===== src/rtl/xrrg_pkg.sv =====
package xrrg_pkg;

    localparam int unsigned WORD_W = 32;
    localparam int unsigned CNT_W  = $clog2(WORD_W);

    typedef logic [WORD_W-1:0] word_t;
    typedef logic [CNT_W-1:0]  bit_cnt_t;
    typedef logic [1:0]        word_idx_t;

    // splitmix32 constants
    localparam word_t GOLDEN_STEP = 32'h9e37_79b9;
    localparam word_t MIX_MUL_A   = 32'h85eb_ca6b;
    localparam word_t MIX_MUL_B   = 32'hc2b2_ae35;
    localparam int unsigned MIX_SH_A = 16;
    localparam int unsigned MIX_SH_B = 13;

    // xoshiro128** constants
    localparam int unsigned SCR_ROT  = 7;
    localparam int unsigned STEP_SH  = 9;
    localparam int unsigned STEP_ROT = 11;

    localparam word_idx_t LAST_WORD = 2'd3;

    // One state word produced by the seed expansion.
    typedef struct packed {
        logic      vld;
        word_idx_t idx;
        word_t     word;
    } seed_load_t;

    typedef enum logic [1:0] {
        EXP_IDLE,
        EXP_MUL_A,
        EXP_MUL_B
    } exp_state_t;

    typedef enum logic [1:0] {
        ST_IDLE,
        ST_DRAW,
        ST_DIV,
        ST_OUT
    } top_state_t;

    function automatic word_t rotl(input word_t v, input int unsigned k);
        return (v << k) | (v >> (WORD_W - k));
    endfunction

endpackage


===== src/rtl/xrrg_seed_expand.sv =====
// Splitmix32 seed expansion. Each of the two multiplications per step is a
// shift-and-add over one multiplier bit per cycle.
module xrrg_seed_expand
(
    input  logic                clk,
    input  logic                rst_n,
    input  logic                wr_en,
    input  xrrg_pkg::word_t     wr_data,
    output xrrg_pkg::seed_load_t load,
    output logic                busy
);

    xrrg_pkg::exp_state_t state_reg, state_next;
    xrrg_pkg::word_t      seed_reg, seed_next;
    logic                 pend_reg, pend_next;
    xrrg_pkg::word_t      ctr_reg, ctr_next;
    xrrg_pkg::word_t      mcand_reg, mcand_next;
    xrrg_pkg::word_t      acc_reg, acc_next;
    xrrg_pkg::bit_cnt_t   cnt_reg, cnt_next;
    xrrg_pkg::word_idx_t  idx_reg, idx_next;

    xrrg_pkg::word_t base;
    xrrg_pkg::word_t ctr_inc;
    xrrg_pkg::word_t prod;
    logic            mul_bit;

    always_ff @(posedge clk or negedge rst_n)
    begin
        if (!rst_n)
        begin
            state_reg <= xrrg_pkg::EXP_IDLE;
            seed_reg  <= '0;
            pend_reg  <= 1'b1;
            cnt_reg   <= '0;
            idx_reg   <= '0;
        end
        else
        begin
            state_reg <= state_next;
            seed_reg  <= seed_next;
            pend_reg  <= pend_next;
            cnt_reg   <= cnt_next;
            idx_reg   <= idx_next;
        end
    end

    always_ff @(posedge clk)
    begin
        ctr_reg   <= ctr_next;
        mcand_reg <= mcand_next;
        acc_reg   <= acc_next;
    end

    always_comb
    begin
        state_next = state_reg;
        seed_next  = seed_reg;
        pend_next  = pend_reg;
        ctr_next   = ctr_reg;
        mcand_next = mcand_reg;
        acc_next   = acc_reg;
        cnt_next   = cnt_reg;
        idx_next   = idx_reg;
        load       = '0;

        base    = (state_reg == xrrg_pkg::EXP_IDLE) ? seed_reg : ctr_reg;
        ctr_inc = base + xrrg_pkg::GOLDEN_STEP;
        mul_bit = (state_reg == xrrg_pkg::EXP_MUL_A) ? xrrg_pkg::MIX_MUL_A[cnt_reg]
                                                     : xrrg_pkg::MIX_MUL_B[cnt_reg];
        prod    = acc_reg + (mul_bit ? mcand_reg : '0);

        case (state_reg)
            xrrg_pkg::EXP_IDLE:
            begin
                if (pend_reg)
                begin
                    pend_next  = 1'b0;
                    ctr_next   = ctr_inc;
                    mcand_next = ctr_inc ^ (ctr_inc >> xrrg_pkg::MIX_SH_A);
                    acc_next   = '0;
                    cnt_next   = '0;
                    idx_next   = '0;
                    state_next = xrrg_pkg::EXP_MUL_A;
                end
            end
            xrrg_pkg::EXP_MUL_A:
            begin
                acc_next   = prod;
                mcand_next = mcand_reg << 1;
                cnt_next   = cnt_reg + xrrg_pkg::bit_cnt_t'(1);
                if (&cnt_reg)
                begin
                    mcand_next = prod ^ (prod >> xrrg_pkg::MIX_SH_B);
                    acc_next   = '0;
                    state_next = xrrg_pkg::EXP_MUL_B;
                end
            end
            xrrg_pkg::EXP_MUL_B:
            begin
                acc_next   = prod;
                mcand_next = mcand_reg << 1;
                cnt_next   = cnt_reg + xrrg_pkg::bit_cnt_t'(1);
                if (&cnt_reg)
                begin
                    load.vld  = 1'b1;
                    load.idx  = idx_reg;
                    load.word = prod ^ (prod >> xrrg_pkg::MIX_SH_A);
                    if (idx_reg == xrrg_pkg::LAST_WORD)
                    begin
                        state_next = xrrg_pkg::EXP_IDLE;
                    end
                    else
                    begin
                        idx_next   = idx_reg + xrrg_pkg::word_idx_t'(1);
                        ctr_next   = ctr_inc;
                        mcand_next = ctr_inc ^ (ctr_inc >> xrrg_pkg::MIX_SH_A);
                        acc_next   = '0;
                        state_next = xrrg_pkg::EXP_MUL_A;
                    end
                end
            end
            default:
            begin
                state_next = xrrg_pkg::EXP_IDLE;
            end
        endcase

        // A new seed restarts the expansion from the first word.
        if (wr_en)
        begin
            seed_next  = wr_data;
            pend_next  = 1'b1;
            state_next = xrrg_pkg::EXP_IDLE;
            load       = '0;
        end

        busy = pend_reg | (state_reg != xrrg_pkg::EXP_IDLE);
    end

endmodule


===== src/rtl/xrrg_gen_state.sv =====
// Generator state words with the output scrambler, whose product by five and final result are each registered.
module xrrg_gen_state
(
    input  logic                 clk,
    input  logic                 rst_n,
    input  xrrg_pkg::seed_load_t load,
    input  logic                 draw,
    output xrrg_pkg::word_t      raw,
    output logic                 raw_vld
);

    xrrg_pkg::word_t words_reg [4];
    xrrg_pkg::word_t words_next [4];
    xrrg_pkg::word_t p5_reg, p5_next;
    xrrg_pkg::word_t raw_reg, raw_next;
    logic            p5_vld_reg;
    logic            raw_vld_reg;

    xrrg_pkg::word_t t;
    xrrg_pkg::word_t r;
    xrrg_pkg::word_t n0, n1, n2, n3;

    always_ff @(posedge clk or negedge rst_n)
    begin
        if (!rst_n)
        begin
            p5_vld_reg  <= 1'b0;
            raw_vld_reg <= 1'b0;
        end
        else
        begin
            p5_vld_reg  <= draw;
            raw_vld_reg <= p5_vld_reg;
        end
    end

    always_ff @(posedge clk)
    begin
        for (int i = 0; i < 4; i++)
        begin
            words_reg[i] <= words_next[i];
        end
        p5_reg  <= p5_next;
        raw_reg <= raw_next;
    end

    always_comb
    begin
        for (int i = 0; i < 4; i++)
        begin
            words_next[i] = words_reg[i];
        end

        t  = words_reg[1] << xrrg_pkg::STEP_SH;
        n2 = words_reg[2] ^ words_reg[0];
        n3 = words_reg[3] ^ words_reg[1];
        n1 = words_reg[1] ^ n2;
        n0 = words_reg[0] ^ n3;

        if (load.vld)
        begin
            words_next[load.idx] = load.word;
        end
        else if (draw)
        begin
            words_next[0] = n0;
            words_next[1] = n1;
            words_next[2] = n2 ^ t;
            words_next[3] = xrrg_pkg::rotl(n3, xrrg_pkg::STEP_ROT);
        end

        // Multiplications by five and nine are single shift-and-add steps.
        p5_next  = words_reg[1] + (words_reg[1] << 2);
        r        = xrrg_pkg::rotl(p5_reg, xrrg_pkg::SCR_ROT);
        raw_next = r + (r << 3);
    end

    assign raw     = raw_reg;
    assign raw_vld = raw_vld_reg;

endmodule


===== src/rtl/xrrg_rem_div.sv =====
// Restoring remainder, one dividend bit per cycle. A zero divisor leaves
// the dividend as the remainder.
module xrrg_rem_div
(
    input  logic            clk,
    input  logic            rst_n,
    input  logic            start,
    input  xrrg_pkg::word_t dividend,
    input  xrrg_pkg::word_t divisor,
    output xrrg_pkg::word_t rem,
    output logic            done
);

    xrrg_pkg::word_t    dvd_reg, dvd_next;
    xrrg_pkg::word_t    dsr_reg, dsr_next;
    xrrg_pkg::word_t    rem_reg, rem_next;
    xrrg_pkg::bit_cnt_t cnt_reg, cnt_next;
    logic               busy_reg, busy_next;
    logic               done_reg, done_next;

    logic [xrrg_pkg::WORD_W:0]   part;
    logic [xrrg_pkg::WORD_W+1:0] diff;

    always_ff @(posedge clk or negedge rst_n)
    begin
        if (!rst_n)
        begin
            busy_reg <= 1'b0;
            done_reg <= 1'b0;
            cnt_reg  <= '0;
        end
        else
        begin
            busy_reg <= busy_next;
            done_reg <= done_next;
            cnt_reg  <= cnt_next;
        end
    end

    always_ff @(posedge clk)
    begin
        dvd_reg <= dvd_next;
        dsr_reg <= dsr_next;
        rem_reg <= rem_next;
    end

    always_comb
    begin
        dvd_next  = dvd_reg;
        dsr_next  = dsr_reg;
        rem_next  = rem_reg;
        cnt_next  = cnt_reg;
        busy_next = busy_reg;
        done_next = 1'b0;

        part = {rem_reg, dvd_reg[xrrg_pkg::WORD_W-1]};
        diff = {1'b0, part} - {2'b00, dsr_reg};

        if (start)
        begin
            dvd_next  = dividend;
            dsr_next  = divisor;
            rem_next  = '0;
            cnt_next  = '0;
            busy_next = 1'b1;
        end
        else if (busy_reg)
        begin
            dvd_next = dvd_reg << 1;
            rem_next = diff[xrrg_pkg::WORD_W+1] ? part[xrrg_pkg::WORD_W-1:0]
                                                : diff[xrrg_pkg::WORD_W-1:0];
            cnt_next = cnt_reg + xrrg_pkg::bit_cnt_t'(1);
            if (&cnt_reg)
            begin
                busy_next = 1'b0;
                done_next = 1'b1;
            end
        end
    end

    assign rem  = rem_reg;
    assign done = done_reg;

endmodule


===== src/rtl/xoshiro_random_range_generator_unit.sv =====
// Random range generator on a xoshiro128** core. Each input item carries two
// signed 32-bit bounds in either order; the block returns one signed value
// drawn uniformly-by-remainder from the inclusive range between them, and
// advances the generator by one step. After the item is accepted, the
// result passes through the scrambler, the start of the remainder unit, its
// bit-serial remainder, the addition of the lower bound and the load of the
// output register, where it is offered. The next item can be accepted once
// the result is loaded, so a new item is taken only after the last one is
// through; a result still waiting downstream holds the block until it is
// taken. One item is worked on at a time, but a finished result may wait in
// the output register while the next item is accepted. Writing the seed
// register re-expands the generator state with four splitmix32 steps whose
// multiplications run one bit per cycle; s_tready is low in the cycle of the
// write and for the whole expansion after it. The same expansion of seed
// zero runs after reset.
module xoshiro_random_range_generator_unit
(
    input  logic        clk,
    input  logic        rst_n,

    input  logic        s_tvalid,
    output logic        s_tready,
    input  logic [63:0] s_tdata,      // [31:0] range_low, [63:32] range_high

    output logic        m_tvalid,
    input  logic        m_tready,
    output logic [31:0] m_tdata,      // [31:0] value

    input  logic        seed_wr_en,
    input  logic [31:0] seed_wr_data
);

    xrrg_pkg::top_state_t state_reg, state_next;
    xrrg_pkg::word_t      low_reg, low_next;
    xrrg_pkg::word_t      span_reg, span_next;
    xrrg_pkg::word_t      res_reg, res_next;
    xrrg_pkg::word_t      out_reg, out_next;
    logic                 out_vld_reg, out_vld_next;

    xrrg_pkg::seed_load_t load;
    logic                 exp_busy;
    logic                 accept;
    logic                 div_start;
    logic                 div_done;
    logic                 out_load;
    logic                 out_free;
    xrrg_pkg::word_t      raw;
    logic                 raw_vld;
    xrrg_pkg::word_t      rem;
    xrrg_pkg::word_t      lo_in;
    xrrg_pkg::word_t      hi_in;
    xrrg_pkg::word_t      lo_ord;
    xrrg_pkg::word_t      hi_ord;

    xrrg_seed_expand u_expand
    (
        .clk     (clk),
        .rst_n   (rst_n),
        .wr_en   (seed_wr_en),
        .wr_data (seed_wr_data),
        .load    (load),
        .busy    (exp_busy)
    );

    xrrg_gen_state u_state
    (
        .clk     (clk),
        .rst_n   (rst_n),
        .load    (load),
        .draw    (accept),
        .raw     (raw),
        .raw_vld (raw_vld)
    );

    xrrg_rem_div u_div
    (
        .clk      (clk),
        .rst_n    (rst_n),
        .start    (div_start),
        .dividend (raw),
        .divisor  (span_reg),
        .rem      (rem),
        .done     (div_done)
    );

    always_ff @(posedge clk or negedge rst_n)
    begin
        if (!rst_n)
        begin
            state_reg   <= xrrg_pkg::ST_IDLE;
            out_vld_reg <= 1'b0;
        end
        else
        begin
            state_reg   <= state_next;
            out_vld_reg <= out_vld_next;
        end
    end

    always_ff @(posedge clk)
    begin
        low_reg  <= low_next;
        span_reg <= span_next;
        res_reg  <= res_next;
        out_reg  <= out_next;
    end

    // Bounds are put in order with a signed compare; the span wraps at 32
    // bits, so the full range gives a zero span, which the remainder unit
    // passes through as the raw word.
    assign lo_in  = s_tdata[31:0];
    assign hi_in  = s_tdata[63:32];
    assign lo_ord = ($signed(lo_in) > $signed(hi_in)) ? hi_in : lo_in;
    assign hi_ord = ($signed(lo_in) > $signed(hi_in)) ? lo_in : hi_in;

    assign s_tready = (state_reg == xrrg_pkg::ST_IDLE) && !exp_busy && !seed_wr_en;
    assign accept   = s_tvalid && s_tready;
    assign out_free = !out_vld_reg || m_tready;

    always_comb
    begin
        state_next = state_reg;
        low_next   = low_reg;
        span_next  = span_reg;
        res_next   = res_reg;
        div_start  = 1'b0;
        out_load   = 1'b0;

        case (state_reg)
            xrrg_pkg::ST_IDLE:
            begin
                if (accept)
                begin
                    low_next   = lo_ord;
                    span_next  = hi_ord - lo_ord + xrrg_pkg::word_t'(1);
                    state_next = xrrg_pkg::ST_DRAW;
                end
            end
            xrrg_pkg::ST_DRAW:
            begin
                if (raw_vld)
                begin
                    div_start  = 1'b1;
                    state_next = xrrg_pkg::ST_DIV;
                end
            end
            xrrg_pkg::ST_DIV:
            begin
                if (div_done)
                begin
                    res_next   = low_reg + rem;
                    state_next = xrrg_pkg::ST_OUT;
                end
            end
            xrrg_pkg::ST_OUT:
            begin
                if (out_free)
                begin
                    out_load   = 1'b1;
                    state_next = xrrg_pkg::ST_IDLE;
                end
            end
            default:
            begin
                state_next = xrrg_pkg::ST_IDLE;
            end
        endcase

        // The output register holds a result until the downstream side
        // takes it, independent of the work on the next item.
        out_next     = out_load ? res_reg : out_reg;
        out_vld_next = out_load ? 1'b1 : (m_tready ? 1'b0 : out_vld_reg);
    end

    assign m_tvalid = out_vld_reg;
    assign m_tdata  = out_reg;

endmodule


===== config.mk =====
export PLATFORM = sky130hd
export DESIGN_NAME = xoshiro_random_range_generator_unit
export DESIGN_NICKNAME = d
export VERILOG_FILES = /design/src/rtl/xrrg_pkg.sv /design/src/rtl/xrrg_seed_expand.sv /design/src/rtl/xrrg_gen_state.sv /design/src/rtl/xrrg_rem_div.sv /design/src/rtl/xoshiro_random_range_generator_unit.sv
export SDC_FILE = /design/constraint.sdc
export NUM_CORES = 1
export LEC_CHECK = 0
export BUFFER_PORTS_ARGS = -buffer_cell sky130_fd_sc_hd__clkbuf_2
export CAP_MARGIN = 20
export CORE_MARGIN = 8
export CORE_UTILIZATION = 55
export DETAILED_ROUTE_END_ITERATION = 12
export PLACE_DENSITY = 0.78
export SETUP_SLACK_MARGIN = 0.5
export SLEW_MARGIN = 20
export SYNTH_ARGS = -nofsm -noshare
export SYNTH_HDL_FRONTEND = slang
export SYNTH_SLANG_ARGS = --single-unit

===== constraint.sdc =====
create_clock -name clk -period 6.06 [get_ports clk]
set_clock_uncertainty 0.05 [all_clocks]
set_input_delay 0.606 -clock clk [delete_from_list [all_inputs] [get_ports clk]]
set_output_delay 0.606 -clock clk [all_outputs]
set_load 0.02 [all_outputs]

Word-level counts from Yosys, hierarchy flattened
Memory sizes are Yosys's and may differ from the RTL's.
Index checks and enable logic that the tools add are counted.
{ "word_totals": {"out_inout_bits": 34, "ram_bits": 128, "mem_bits_ro": 64, "latchBits": 0, "n_memories": 3, "inputBits": 101, "regBits": 438, "elab_cells": 162} }
{ "memory_table": {"columns": ["name", "words", "word_bits", "rd", "rd_clocked_by_memory_dff", "write_ports", "line", "source"], "rows": [
  ["u_state.words_reg", 4, 32, 4, 0, 4, "xrrg_gen_state.sv:12", "xrrg_pkg::word_t words_reg [4];"],
  ["(name not given)", 32, 1, 1, 0, 0, "xrrg_seed_expand.sv:68", "mul_bit = (state_reg == xrrg_pkg::EXP_MUL_A) ? xrrg_pkg::MIX_MUL_A[cnt_reg]"],
  ["(name not given)", 32, 1, 1, 0, 0, "xrrg_seed_expand.sv:69", ": xrrg_pkg::MIX_MUL_B[cnt_reg];"]
]} }
{ "classes": {"reduce_logical": 27, "n_div": 0, "muxes": 65, "shift": 0, "addsub": 11, "order_cmp": 4, "eq_ne": 16, "multipliers": 0, "bitwise_logic": 12} }
{ "op_table": {"columns": ["cell", "n"], "rows": [
  ["$mux W32", 19],
  ["$mux W128", 2],
  ["$pmux W32 S3", 2],
  ["$xor A32 B32 Y32", 5],
  ["$add A32 B32 Y32", 4],
  ["$bwmux W128", 1],
  ["$mux W35", 3],
  ["$demux W32 S2", 1],
  ["$pmux W32 S2", 1],
  ["$xor A32 B16 Y32", 2],
  ["$sub A33 B32 Y34", 1],
  ["$add A32 B1 Y32 const B", 1],
  ["$add A32 B32 Y32 const B", 1],
  ["$gt A32 B32 Y1", 1],
  ["$or A32 B11 Y32", 1],
  ["$or A32 B7 Y32", 1],
  ["$sub A32 B32 Y32", 1],
  ["$xor A32 B19 Y32", 1],
  ["$mux W2", 11],
  ["$mux W1", 18],
  ["$mux W5", 3],
  ["$reduce_bool A2 Y1", 6],
  ["$add A5 B1 Y5 const B", 2],
  ["$ne A2 B1 Y1 const B", 5],
  ["25 further kinds", 42]
]} }

Longest topological paths before layout
{ "depth": {"depth_word": 16, "ltp_mapped": 24, "ltp_nobuf": 22} }

Cells and area by module
Synthesis repeated with hierarchy kept, for this count alone.
{ "hier_totals": {"hier_cells": 3392, "area_unflattened_um2": 35585.4} }
{ "by_module_without_submodules": {"columns": ["mod", "seq_area_each_um2", "cells_per_inst", "area_per_inst_um2", "instances"], "rows": [
  ["xrrg_gen_state", 5175.0, 1038, 10961.8, 1],
  ["xrrg_seed_expand", 3935.0, 945, 9557.9, 1],
  ["xoshiro_random_range_generator_unit", 3918.8, 826, 9022.4, 1],
  ["xrrg_rem_div", 2737.6, 583, 6043.3, 1]
]} }

Least setup slack after synthesis
Ideal clock, no wire load.
{ "synth_path": {"path_type": "input port to flip-flop", "start": "in s_tdata[59]", "end": "reg span_reg[29], data pin", "required_ns": 5.752, "arrival_time_ns": 4.981, "path_buffers": 2, "cell_stages": 24, "setup_time_ns": 0.258, "slack_ns": 0.771, "path_cell_list": "inv_1 -> ha_1 -> nand4_1 -> or2_1 -> nor3_1 -> inv_1 -> o21bai_1 -> mux2i_1 -> nor2b_1 -> clkbuf_1 -> buf_2 -> nand3b_1 -> o21ai_0 -> ha_1 -> fa_1 -> a211oi_1 -> o21ai_1 -> a2111oi_0 -> o21ai_1 -> a31oi_1 -> o21ai_1 -> a21oi_1 -> o21a_1 -> xnor2_1"} }
{ "synth_between": {"elab_chain_len": 4, "word_cells_on_any_way": 5, "classes_between": "2 x add/sub; 1 x order compare; 2 x mux"} }
{ "synth_lines": {"columns": ["element", "line", "source"], "rows": [
  ["start, declared", "xoshiro_random_range_generator_unit.sv:23", "input logic [63:0] s_tdata,"],
  ["$gt A32 B32 Y1", "xoshiro_random_range_generator_unit.sv:113, xoshiro_random_range_generator_unit.sv:114", null],
  ["$mux W32 (on tied branches)", "xoshiro_random_range_generator_unit.sv:114, xoshiro_random_range_generator_unit.sv:113", null],
  ["$sub A32 B32 Y32 *", "xoshiro_random_range_generator_unit.sv:135", "span_next = hi_ord - lo_ord + xrrg_pkg::word_t'(1);"],
  ["$add A32 B1 Y32 *", "xoshiro_random_range_generator_unit.sv:135", null],
  ["end signal, assigned", "xoshiro_random_range_generator_unit.sv:103", "span_reg <= span_next;"],
  ["end, declared", "xoshiro_random_range_generator_unit.sv:35", "xrrg_pkg::word_t span_reg, span_next;"]
]} }
Mark *: on every way between the ends. The rest lies on a longest branch, timed or not.
A chain may end at the register's enable or synchronous reset.

==> results.ini <==
[synthesis]
ys_warn_count=0
avgSynthCellArea_um2=10.34
netlist.area_leader.share=0.3642
synth.most_common_cell=edfxtp_1
synthTopCellsByArea=edfxtp_1 36%, ha_1 8.5%, xnor2_1 5.8%
synth_area_leader_cell=edfxtp_1
synth_edf_count=416
synth_cell_types=101
synth_seq_cells=566
yosysSeqAreaShare=0.4596
synth_flop_cell=edfxtp_1
synth_common_cells=416 x edfxtp_1, 358 x nand2_1, 234 x ha_1
async_flop_share=0.09541
synth.net_count=3660
netlist_area_mm2=0.03430
syn_inst=3319

[pwr]
leakage_nw=15.77
ir_drop_v=0.0005567
p_per_area_mw_per_mm2=409.9
totalPowerFinal_mw=15.80

[setup_path]
crit_required_ns=6.35
r2r_slack_ns=0.61
r2r_start=u_expand.cnt_reg[0]
crit_start=u_expand.cnt_reg[0]
endpoint_kind=flip-flop
cp_max_fo=8
critPathLaunchType=flip-flop
reg2reg_depth=17
regToRegEndpoint=u_state.words_reg[0][30]
crit_type=reg2reg
cp.arrival_ns=5.74

[layout]
antennaDiodeCount=0
final_core_util=0.6246
final_cells=4390
fin_area_mm2=0.03854
drive_above_1_share=0.1348
area_growth_pct=12.36
fin_nets=3842
fill_cells=4926
largest_register_ffs=128

[global_route]
grt_pass1_vias=25120
grt_max_degree=89
met2_usage=0.3825
use_met3=0.03368
grt_pass1_wl_mm=135.1
grt_overflow=0
grt_busiest_layer=met2
grtUsageTotal=0.2346
antenna_found_initial=2
grt_use_met1=0.3159

[route]
drc=0
viasPerCell=5.958
routed_wl_mm=85.76
wire_per_inst_um=19.53
vias=26160
ant_nets=0
initialDrtViolationCount=2503
drtPass1Iterations=5

[placement]
numPortBuffers=134
placed_area_mm2=0.03628
dpl.cell_count=4271
pre_cts_slack_ns=-0.1927
place.gp.congestion=0.9570
hpwl_mm=61.85

[timing]
tightest_slew_ns=0.9753
fin_crit_ns=5.452
holdWs_ns=0.05037
min_period_over_period=0.8997
fin_setup_tns_ns=0
setup_viol_count_final=0
maxSlewViolCount=0
fin_ws_ns=0.6075
timing.final.hold_violations=0
slew_headroom=0.3498
rsz0062_at_grt=no
fmax_mhz=183.4

[clocking]
cts.sinks=566
numCtsBuffers=60
htree_levels=2
clk_pin_slew_worst_paths_ns=0.06
cts-root-buf=clkbuf_16
clockBufferDepth=3
clk_latency_ns=0.64
cts_tree=built

[die]
core_area_mm2=0.06171
ios=135
rows=91
die_w_um=265.7
initial_core_util=0.5559
die-area_mm2=0.07062
fp.dieH_um=265.7

[worst_hold_path]
hold_path.class=in2async

[status]
status=finished clean

[flow_run]
maxCapViolCount=0

[power breakdown]
group | total [mW] | switching (mW) | leakage, nW | internal (mW)
clock network | 3.86 | 1.59 | 1.03 | 2.27
registers | 5.03 | 0.221 | 5.23 | 4.81
logic | 6.91 | 4.41 | 9.50 | 2.50
total | 15.8 | 6.22 | 15.8 | 9.58
[worst max-delay path by stage]
stage	depth (start not counted)	slack (ns)	end
detailed placement	26	-0.19	span_reg[31]
floorplan	24	0.77	span_reg[29]
CTS	16	0.51	u_state.words_reg[2][13]
finish	17	0.61	u_state.words_reg[0][30]
global route	16	0.38	u_state.words_reg[0][15]
global placement	26	-0.03	span_reg[31]
[metal layers]
layer	routed length (um)	vias up
met5	27	-
met4	3128	4
met3	6334	191
met2	40020	1027
met1	36250	12420
li1	-	12510
[critical path, cell delays in order (launching register included)]
cell	delay, ns
dfrtp_2	0.44
inv_1	0.10
ha_1	0.34
mux4_2	0.52
mux4_2	0.60
and2_1	0.21
ha_1	0.22
fa_1	0.42
a21o_1	0.21
a31o_1	0.29
nand3b_1	0.20
a21oi_1	0.13
or2_1	0.29
a211o_1	0.40
a21oi_4	0.28
xor2_1	0.20
buf_4	0.19
o22ai_1	0.09
[logic make-up after synthesis]
group / share of synthesized area
buffers and inverters: 0.03035
DFF: 0.4596
and+or+nand+nor: 0.1205
adders and majority gates: 0.08885
AOI/OAI and AO/OA: 0.1646
muxes: 0.03290
xor gates and xnor gates: 0.1031
[cells in the final DEF (no fill, tap or decap), types with 20 or more instances in the layout]
| cell | Yosys | routed |
|---|---|---|
| nand3_1 | 49 | 49 |
| dfxtp_1 | 96 | 96 |
| o21ai_0 | 177 | 176 |
| nand2_1 | 358 | 357 |
| mux2_2 | 63 | 63 |
| o21a_1 | 31 | 31 |
| clkbuf_16 | 0 | 62 |
| ha_1 | 234 | 233 |
| xor2_1 | 145 | 143 |
| a21o_1 | 83 | 83 |
| clkbuf_2 | 0 | 134 |
| inv_1 | 150 | 147 |
| nand2b_1 | 48 | 48 |
| nand4_1 | 24 | 24 |
| buf_4 | 2 | 93 |
| o21ai_1 | 35 | 35 |
| a211oi_1 | 27 | 26 |
| o22ai_1 | 121 | 121 |
| edfxtp_1 | 416 | 416 |
| and3_1 | 27 | 27 |
| nor3_1 | 52 | 51 |
| dfrtp_1 | 53 | 50 |
| mux2i_1 | 36 | 35 |
| and2_1 | 55 | 55 |
| xnor2_1 | 228 | 226 |
| a21oi_1 | 189 | 188 |
| o21bai_1 | 20 | 20 |
| nor2_1 | 182 | 180 |
| a31oi_1 | 40 | 39 |
[what timing repair did]
| item | 4_1_cts | 5_1_grt |
|---|---|---|
| setup endpoints to repair | 3 | 42 |
| pin swaps | 0 | 2 |
| hold buffers | 0 | 0 |
| endpoints found under the hold margin | 0 | 0 |
| gates resized for setup | 1 | 18 |
| buffers inserted | 0 | 4 |
| gates cloned | 0 | 1 |
[area by class of cell]
type / instances / area [um^2] / area share
clock buffers: 81 / 1733 / 0.04496
clock inverters: 33 / 375.4 / 0.009738
inverters: 151 / 566.8 / 0.01470
multi-input cells: 2493 / 17640 / 0.4577
flip-flops and latches: 566 / 15770 / 0.4092
well taps: 837 / 1047 / 0.02717
repair buffers: 229 / 1409 / 0.03655
(Power assumes the default switching activity.)
